===== src/hw/rtl/assert_macros.svh =====
// Assertion helpers shared by the RTL.
`ifndef ASSERT_MACROS_SVH
`define ASSERT_MACROS_SVH

// Check a property on every rising clock edge, skipped while reset is high.
`define ASSERT_CLK_RST(lbl, clk, rst, prop) \
   lbl: assert property (@(posedge clk) disable iff (rst) prop) \
      else $error("assertion failed");

// Check a property on every rising clock edge, reset included.
`define ASSERT_CLK(lbl, clk, prop) \
   lbl: assert property (@(posedge clk) prop) \
      else $error("assertion failed");

`endif


===== src/hw/rtl/frac_pkg.sv =====
package frac_pkg;

   localparam int OPERAND_WIDTH = 32;
   localparam int FIELD_W       = 32;
   localparam int PROD_W        = 2 * OPERAND_WIDTH;
   localparam int MAG_W         = 2 * OPERAND_WIDTH - 1;
   localparam int CNT_W         = $clog2(MAG_W);
   localparam int NUM_OUT_W     = 64;
   localparam int DEN_OUT_W     = 62;

   typedef enum logic [1:0] {
      OP_ADD = 2'd0,
      OP_SUB = 2'd1,
      OP_MUL = 2'd2,
      OP_DIV = 2'd3
   } op_type;

   typedef struct packed {
      logic [1:0]                req_type;
      logic signed [FIELD_W-1:0] left_num;
      logic signed [FIELD_W-1:0] left_den;
      logic signed [FIELD_W-1:0] right_num;
      logic signed [FIELD_W-1:0] right_den;
   } frac_req_type;

   typedef struct packed {
      logic signed [NUM_OUT_W-1:0] result_num;
      logic [DEN_OUT_W-1:0]        result_den;
      logic                        status;
   } frac_rsp_type;

   typedef struct packed {
      logic       load;
      logic       mul_en;
      logic [1:0] mul_idx;
      logic       sum_en;
      logic       gcd_init;
      logic       gcd_step;
      logic       gcd_fin;
      logic       div_step;
      logic       out_load;
   } frac_cmd_type;

   typedef struct packed {
      logic den_zero;
      logic gcd_done;
   } frac_stat_type;

endpackage


===== src/hw/rtl/frac_ctrl.sv =====
module frac_ctrl (
   input  logic                    clock,
   input  logic                    reset,
   input  logic                    req_valid,
   output logic                    req_stall,
   output logic                    rsp_valid,
   input  logic                    rsp_stall,
   input  frac_pkg::frac_stat_type stat,
   output frac_pkg::frac_cmd_type  cmd
);

   typedef enum logic [6:0] {
      ST_IDLE = 7'b0000001,
      ST_MUL  = 7'b0000010,
      ST_SUM  = 7'b0000100,
      ST_INIT = 7'b0001000,
      ST_GCD  = 7'b0010000,
      ST_DIV  = 7'b0100000,
      ST_FIN  = 7'b1000000
   } state_type;

   state_type                   state_ff, state_in;
   logic [frac_pkg::CNT_W-1:0]  cnt_ff, cnt_in;
   logic                        valid_ff, valid_in;

   assign req_stall = (state_ff != ST_IDLE);
   assign rsp_valid = valid_ff;

   always_comb begin
      state_in = state_ff;
      cnt_in   = cnt_ff;
      cmd      = '0;
      cmd.mul_idx = cnt_ff[1:0];
      case (state_ff)
         ST_IDLE: begin
            if (req_valid) begin
               cmd.load = 1'b1;
               cnt_in   = '0;
               state_in = ST_MUL;
            end
         end
         ST_MUL: begin
            cmd.mul_en = 1'b1;
            if (cnt_ff == frac_pkg::CNT_W'(2)) begin
               cnt_in   = '0;
               state_in = ST_SUM;
            end else begin
               cnt_in = cnt_ff + 1'b1;
            end
         end
         ST_SUM: begin
            cmd.sum_en = 1'b1;
            state_in   = ST_INIT;
         end
         ST_INIT: begin
            cmd.gcd_init = 1'b1;
            state_in     = stat.den_zero ? ST_FIN : ST_GCD;
         end
         ST_GCD: begin
            if (stat.gcd_done) begin
               cmd.gcd_fin = 1'b1;
               cnt_in      = '0;
               state_in    = ST_DIV;
            end else begin
               cmd.gcd_step = 1'b1;
            end
         end
         ST_DIV: begin
            cmd.div_step = 1'b1;
            if (cnt_ff == frac_pkg::CNT_W'(frac_pkg::MAG_W - 1)) begin
               state_in = ST_FIN;
            end else begin
               cnt_in = cnt_ff + 1'b1;
            end
         end
         ST_FIN: begin
            if (!valid_ff || !rsp_stall) begin
               cmd.out_load = 1'b1;
               state_in     = ST_IDLE;
            end
         end
         default: begin
            state_in = ST_IDLE;
         end
      endcase
   end

   always_comb begin
      valid_in = valid_ff;
      if (cmd.out_load) begin
         valid_in = 1'b1;
      end else if (!rsp_stall) begin
         valid_in = 1'b0;
      end
   end

   always_ff @(posedge clock) begin
      if (reset) begin
         state_ff <= ST_IDLE;
         cnt_ff   <= '0;
         valid_ff <= 1'b0;
      end else begin
         state_ff <= state_in;
         cnt_ff   <= cnt_in;
         valid_ff <= valid_in;
      end
   end

endmodule


===== config.mk =====
export PLATFORM = sky130hd
export DESIGN_NAME = frac_ctrl
export DESIGN_NICKNAME = d
export VERILOG_FILES = /design/src/hw/rtl/assert_macros.svh /design/src/hw/rtl/frac_pkg.sv /design/src/hw/rtl/frac_ctrl.sv
export SDC_FILE = /design/constraint.sdc
export NUM_CORES = 1
export LEC_CHECK = 0
export ABC_AREA = 1
export BUFFER_PORTS_ARGS = -buffer_cell sky130_fd_sc_hd__buf_2
export CAP_MARGIN = 25
export CORE_ASPECT_RATIO = 0.7
export CORE_UTILIZATION = 40
export DETAILED_ROUTE_END_ITERATION = 10
export GPL_TIMING_DRIVEN = 0
export HOLD_SLACK_MARGIN = 0.1
export SETUP_SLACK_MARGIN = 0.4
export SKIP_CTS_REPAIR_TIMING = 1
export SYNTH_ARGS = -nofsm -noshare
export SYNTH_HDL_FRONTEND = slang
export SYNTH_SLANG_ARGS = --single-unit

===== constraint.sdc =====
create_clock -name clock -period 1.65 [get_ports clock]
set_input_delay 0.0825 -clock clock [delete_from_list [all_inputs] [get_ports clock]]
set_output_delay 0.0825 -clock clock [all_outputs]
set_load 0.1 [all_outputs]

# ---- After elaboration in Yosys (flattened, before gate mapping)
# Cells that the tools add are included.
# Widths: inputs -> output; s select.
dict set report totals {
  elab_cells 52
  ff_bits 14
}
dict set report op_classes {
  reduce_logical 6
  muxes 25
  n_eq_ne 17
  n_addsub 1
}
# op n
set op_table {}
lappend op_table {{$pmux 7 s7} 1}
lappend op_table {{$mux 7} 6}
lappend op_table {{$mux 6} 4}
lappend op_table {{$pmux 6 s4} 1}
lappend op_table {{$mux 1} 12}
lappend op_table {{$ne 2x2->1 const B} 6}
lappend op_table {{$eq 7x1->1 const B} 1}
lappend op_table {{$eq 7x2->1 const B} 1}
lappend op_table {{$eq 7x3->1 const B} 1}
lappend op_table {{$eq 7x4->1 const B} 1}
lappend op_table {{$eq 7x5->1 const B} 1}
lappend op_table {{$eq 7x6->1 const B} 1}
lappend op_table {{$eq 7x7->1 const B} 1}
lappend op_table {{$ne 7x1->1 const B} 1}
lappend op_table {{$add 6x1->6 const B} 1}
lappend op_table {{$eq 6x2->1 const B} 1}
lappend op_table {{$eq 6x6->1 const B} 1}
lappend op_table {{$reduce_and 5->1} 1}
lappend op_table {{$reduce_and 4->1} 1}
lappend op_table {{$reduce_bool 4->1} 1}
lappend op_table {{$logic_not 1->1} 2}
lappend op_table {{$mux 2} 1}
lappend op_table {{$ne 2x1->1 const B} 1}
lappend op_table {{$logic_or 1x1->1} 1}

# ---- Longest topological paths before layout
dict set report logic_depth {
  ltp_word 5
  depth_mapped 10
  ltp_nobuf 10
}

# ---- Worst setup path after synthesis
# Ideal clock, no wire load.
dict set report synth_path {
  kind {register -> register}
  start {register state_ff[6]}
  end {register state_ff[1]}
  synth_period_minus_slack_ns 2.900
  required_time_ns 1.578
  setup_time_ns 0.072
  setup_slack_ns -1.250
  n_path_buf 0
  t_arrival_ns 2.828
  path_stages_with_launch 8
  path_cell_list {dfxtp_1 > nor2_2 > nand2_2 > nor2_4 > inv_1 > nor2_1 > inv_1 > a21oi_1}
}
dict set report synth_between {
  elab_chain_len 3
  elab_cells_between_ends 14
  cone_classes {12 x eq/ne; 1 x mux; 1 x reduce/logical}
}
# element line_no
set synth_lines {}
lappend synth_lines {{start: declaration} frac_ctrl.sv:22} ;# state_type state_ff, state_in;
lappend synth_lines {{start signal: assignment} frac_ctrl.sv:103} ;# state_ff <= state_in;
lappend synth_lines {{$eq 7x7->1, or another cell as far along} frac_ctrl.sv:34} ;# case (state_ff)
lappend synth_lines {{$ne 2x2->1 (no line)} n/a}
lappend synth_lines {{$reduce_and 5->1 (no line)} n/a}
# Parallel ways exist; a longest one is shown, timed or not.
# A chain may end at the register's enable or synchronous reset.

==> impl_summary.txt <==
----------------------------------------------------
[STA]
  Worst slew margin ... 0.605
  Fin. Hold Viols ... 0
  RSZ-0062 raised after global routing ... yes
  Final setup TNS ... 0 ns
  Setup violators final ... 0
  Final setup skew ... about 0.0044 ns
  Max Clk Rate ... ~650 MHz
  Min Tclk post-route ... approximately 1.5 ns
  Transition at the pin with the smallest max-transition slack ... 0.592 ns
  Final-report max-slew violation count ... 0
  Ratio of final minimum period to clock period ... 0.929

[Layout]
  Area taken by multi-input logic gates ... ~850 um^2
  Diode insertion count for antenna repair ... 0
  Non-Filler Instances ... around 230
  Share of post-route cells with drive strength above 1 ... 0.570
  P&R area growth vs syn ... 56.8%
  Fill cell instance count of the final layout ... approximately 210
  FF+latch area ... between 300 and 400 um^2
  Most frequent cells in the layout ... 24 x sky130_fd_sc_hd__nand2_1, 16 x sky130_fd_sc_hd__inv_1, 16 x sky130_fd_sc_hd__nand3_1
  Total Nets Final ... roughly 200
  Most common cell after layout, fill and taps aside ... sky130_fd_sc_hd__nand2_1
  Cell area after layout ... about 0.0018 mm^2

[Worst setup path]
  Cell family contributing the most delay on the critical path ... simple AND/OR/NAND/NOR gates
  Required time at the endpoint of the critical path ... between 1.5 and 2 ns
  Buf+Inv Stages, Crit Path ... 3
  Source of the worst register-to-register timing path ... state_ff[3]$_SDFFE_PP0P_
  Cell with the biggest individual delay on the critical path ... sky130_fd_sc_hd__dfxtp_2
  Setup crit end ... cmd[8]
  Path depth of the worst reg2reg path ... 9
  Crit path DAT ... ~1.5 ns
  Startpoint class of the critical path ... flop
  Type of the setup path with the least slack ... flop to primary output
  Biggest fanout along the worst timing path ... 7
  Count of cell instances traversed by the critical path ... 6
  FF-to-FF End ... cnt_ff[5]$_SDFFE_PP0P_
  CP Launch Point ... state_ff[3]$_SDFFE_PP0P_
  Reg2reg setup slack ... about 0.14 ns
  Library cell appearing most often on the critical path ... sky130_fd_sc_hd__buf_6
  Critical path, cell by cell ... nor2_4, buf_6, nand2_4, nor2_8, buf_6, buf_12
  Maximum single-stage delay on the critical path ... ~0.34 ns
  Nature of the critical path endpoint ... primary output

[Floorplan]
  Initial Util ... 0.437
  Die W ... around 65 um
  Number of I/O pins ... 18
  Die outline area ... roughly 0.003 mm^2
  Placeable core region ... ~0.0026 mm^2
  Number of cell rows ... 15
  Vertical die dimension ... between 40 and 50 um

[Placed design]
  HPWL reported at the end of detailed placement ... around 1.9 mm
  Placed instance area ... around 0.0013 mm^2
  Placer's final routability congestion estimate ... 0.894
  Placed Cells ... 210
  Number of port buffers ... 16

[Clocking]
  Largest buffer count on any clock path ... 2
  Clock latency of the later-clocked register in the worst-skew pair ... 0.25 ns
  Clock Sinks ... 14
  H-tree depth ... 1
  TritonCTS Buffers ... 3
  Clock slew seen by the registers of the worst setup and hold paths ... 0.06 ns
  CTS Root Buffer Type ... sky130_fd_sc_hd__clkbuf_8
  TritonCTS clock tree ... yes

[Flow run]
  Total of max-cap violations ... 0

[Synth]
  Total of flip-flops plus latches after synthesis ... 14
  Sequential element share of the synthesized area ... 0.251
  Post-Synthesis Mean Instance Area ... 6.98 um^2
  Mapped Area ... approximately 0.0011 mm^2
  Synthesis Warnings ... 0
  Yosys top cell area share ... 0.251
  Number of distinct library cell variants in the gate-level netlist after synthesis ... 27
  Synth area leaders ... sky130_fd_sc_hd__dfxtp_1 25%, sky130_fd_sc_hd__nand2_1 11%, sky130_fd_sc_hd__nand3_1 9.4%
  Mapped Cells ... between 150 and 200
  Dominant synthesized flop cell ... sky130_fd_sc_hd__dfxtp_1
  Number of synthesized flops with an enable pin ... 0
  Cell accounting for the most synthesized area ... sky130_fd_sc_hd__dfxtp_1
  Share of flip-flops with an asynchronous set or reset after synthesis ... 0
  Syn Nets ... between 150 and 200

[Power]
  IR drop worst, VDD ... a little under 0.6 mV
  Total power density per cell area ... ~710 mW/mm^2
  Final Power ... ~1.3 mW
  Reported leakage power ... 0.767 nW

[GRT]
  Global-route wire length before repair ... roughly 3.9 mm
  Pin count of the biggest net entering global routing ... 11
  Number of antenna violations at the first check in global routing ... 0
  Via count of the first global-routing pass ... around 850
  Total track usage ... 0.179
  Remaining global-route overflow ... 0

[Drt]
  Iter 0 DRT Violations ... 30
  Wire per inst ... about 13 um
  Routed wire length ... around 2.9 mm
  Post-route ant nets ... 0
  Detailed-route via count ... between 1,000 and 1,500
  First-pass iteration count of the detailed router ... 4
  DRC errors left ... 0
  Via-per-instance ratio ... 4.86

[Run status]
  Status ... finished, final reports clean

[Hold path]
  Worst Hold Class ... primary input to flop

----------------------------------------------------
## layout make-up
| cell class | instances | area share |
|---|---|---|
| Buffer | 6 | 0.0257 |
| Sequential cell | 14 | 0.174 |
| Clock buffer | 4 | 0.0315 |
| Inverter | 25 | 0.0650 |
| Tap cell | 34 | 0.0243 |
| Multi-Input combinational cell | 115 | 0.487 |
| Timing Repair Buffer | 29 | 0.192 |
## worst min-delay path by stage
| stage | startpoint | slack (ns) | end | cells after the start |
|---|---|---|---|---|
| final | stat[0] | 0.14 | state_ff[5]$_SDFFE_PP0P_ | 3 |
| after global routing | stat[0] | 0.15 | state_ff[5]$_SDFFE_PP0P_ | 3 |
| after detailed placement | rsp_stall | 0.38 | rsp_valid$_SDFFE_PP0P_ | 3 |
| after floorplan | rsp_stall | 0.25 | rsp_valid$_SDFFE_PP0P_ | 2 |
| after CTS | rsp_stall | 0.12 | rsp_valid$_SDFFE_PP0P_ | 3 |
| after global placement | rsp_stall | 0.37 | rsp_valid$_SDFFE_PP0P_ | 3 |
## worst register-to-register path: stages (launching register included)
cell                      delay [ns]
sky130_fd_sc_hd__dfxtp_2        0.34
sky130_fd_sc_hd__nor2_4         0.18
sky130_fd_sc_hd__buf_6          0.13
sky130_fd_sc_hd__nand2_4        0.06
sky130_fd_sc_hd__nor2_8         0.20
sky130_fd_sc_hd__buf_4          0.15
sky130_fd_sc_hd__nand3_1        0.07
sky130_fd_sc_hd__nand2_1        0.08
sky130_fd_sc_hd__nand3_1        0.09
sky130_fd_sc_hd__a21oi_2        0.14
## cells by family (layout without fill, tap and decap cells)
family                   after synthesis  count (layout)  share of synthesized area
buffers and inverters                 31              64                      0.123
AND/OR/NAND/NOR                       96              96                      0.502
XOR/XNOR                               2               2                     0.0157
adder cells (fa/ha/maj)                2               2                     0.0224
AO/OA/AOI/OAI                         15              15                     0.0852
flip-flops                            14              14                      0.251
## metrics by stage
step	setup WS (ns)	hold WS, ns	util
detailed placement	0.0920	0.376	0.509
CTS	-0.158	0.115	0.531
global placement	0.115	0.374	0.509
finish	0.116	0.137	0.686
floorplan	-0.436	0.247	-
global route	0.0595	0.148	0.686
## routing by layer
metal  global-route usage  share of wire
met1                0.260           0.48
met2                0.256           0.48
met3               0.0520          0.034
met4               0.0391         0.0034
met5                    0              0
## registers in the layout, summed over array words and instances, names as in the netlist
signal	flops
cnt_ff	6
state_ff	7
rsp_valid	1
## synth_stat cells (4+ instances only)
master / n
sky130_fd_sc_hd__nand2_4: 4
sky130_fd_sc_hd__inv_1: 23
sky130_fd_sc_hd__a21oi_1: 9
sky130_fd_sc_hd__dfxtp_1: 14
sky130_fd_sc_hd__nor2_4: 5
sky130_fd_sc_hd__nand3_1: 21
sky130_fd_sc_hd__a21oi_2: 4
sky130_fd_sc_hd__buf_4: 5
sky130_fd_sc_hd__nor2_2: 6
sky130_fd_sc_hd__nor2_1: 11
sky130_fd_sc_hd__nand2_1: 34
## report_power, final
| part | internal [mW] | switching [mW] |
|---|---|---|
| combinational | 0.182 | 0.353 |
| clock | 0.212 | 0.125 |
| sequential | 0.356 | 0.0244 |
No activity file was read; power rests on OpenSTA's default activity.
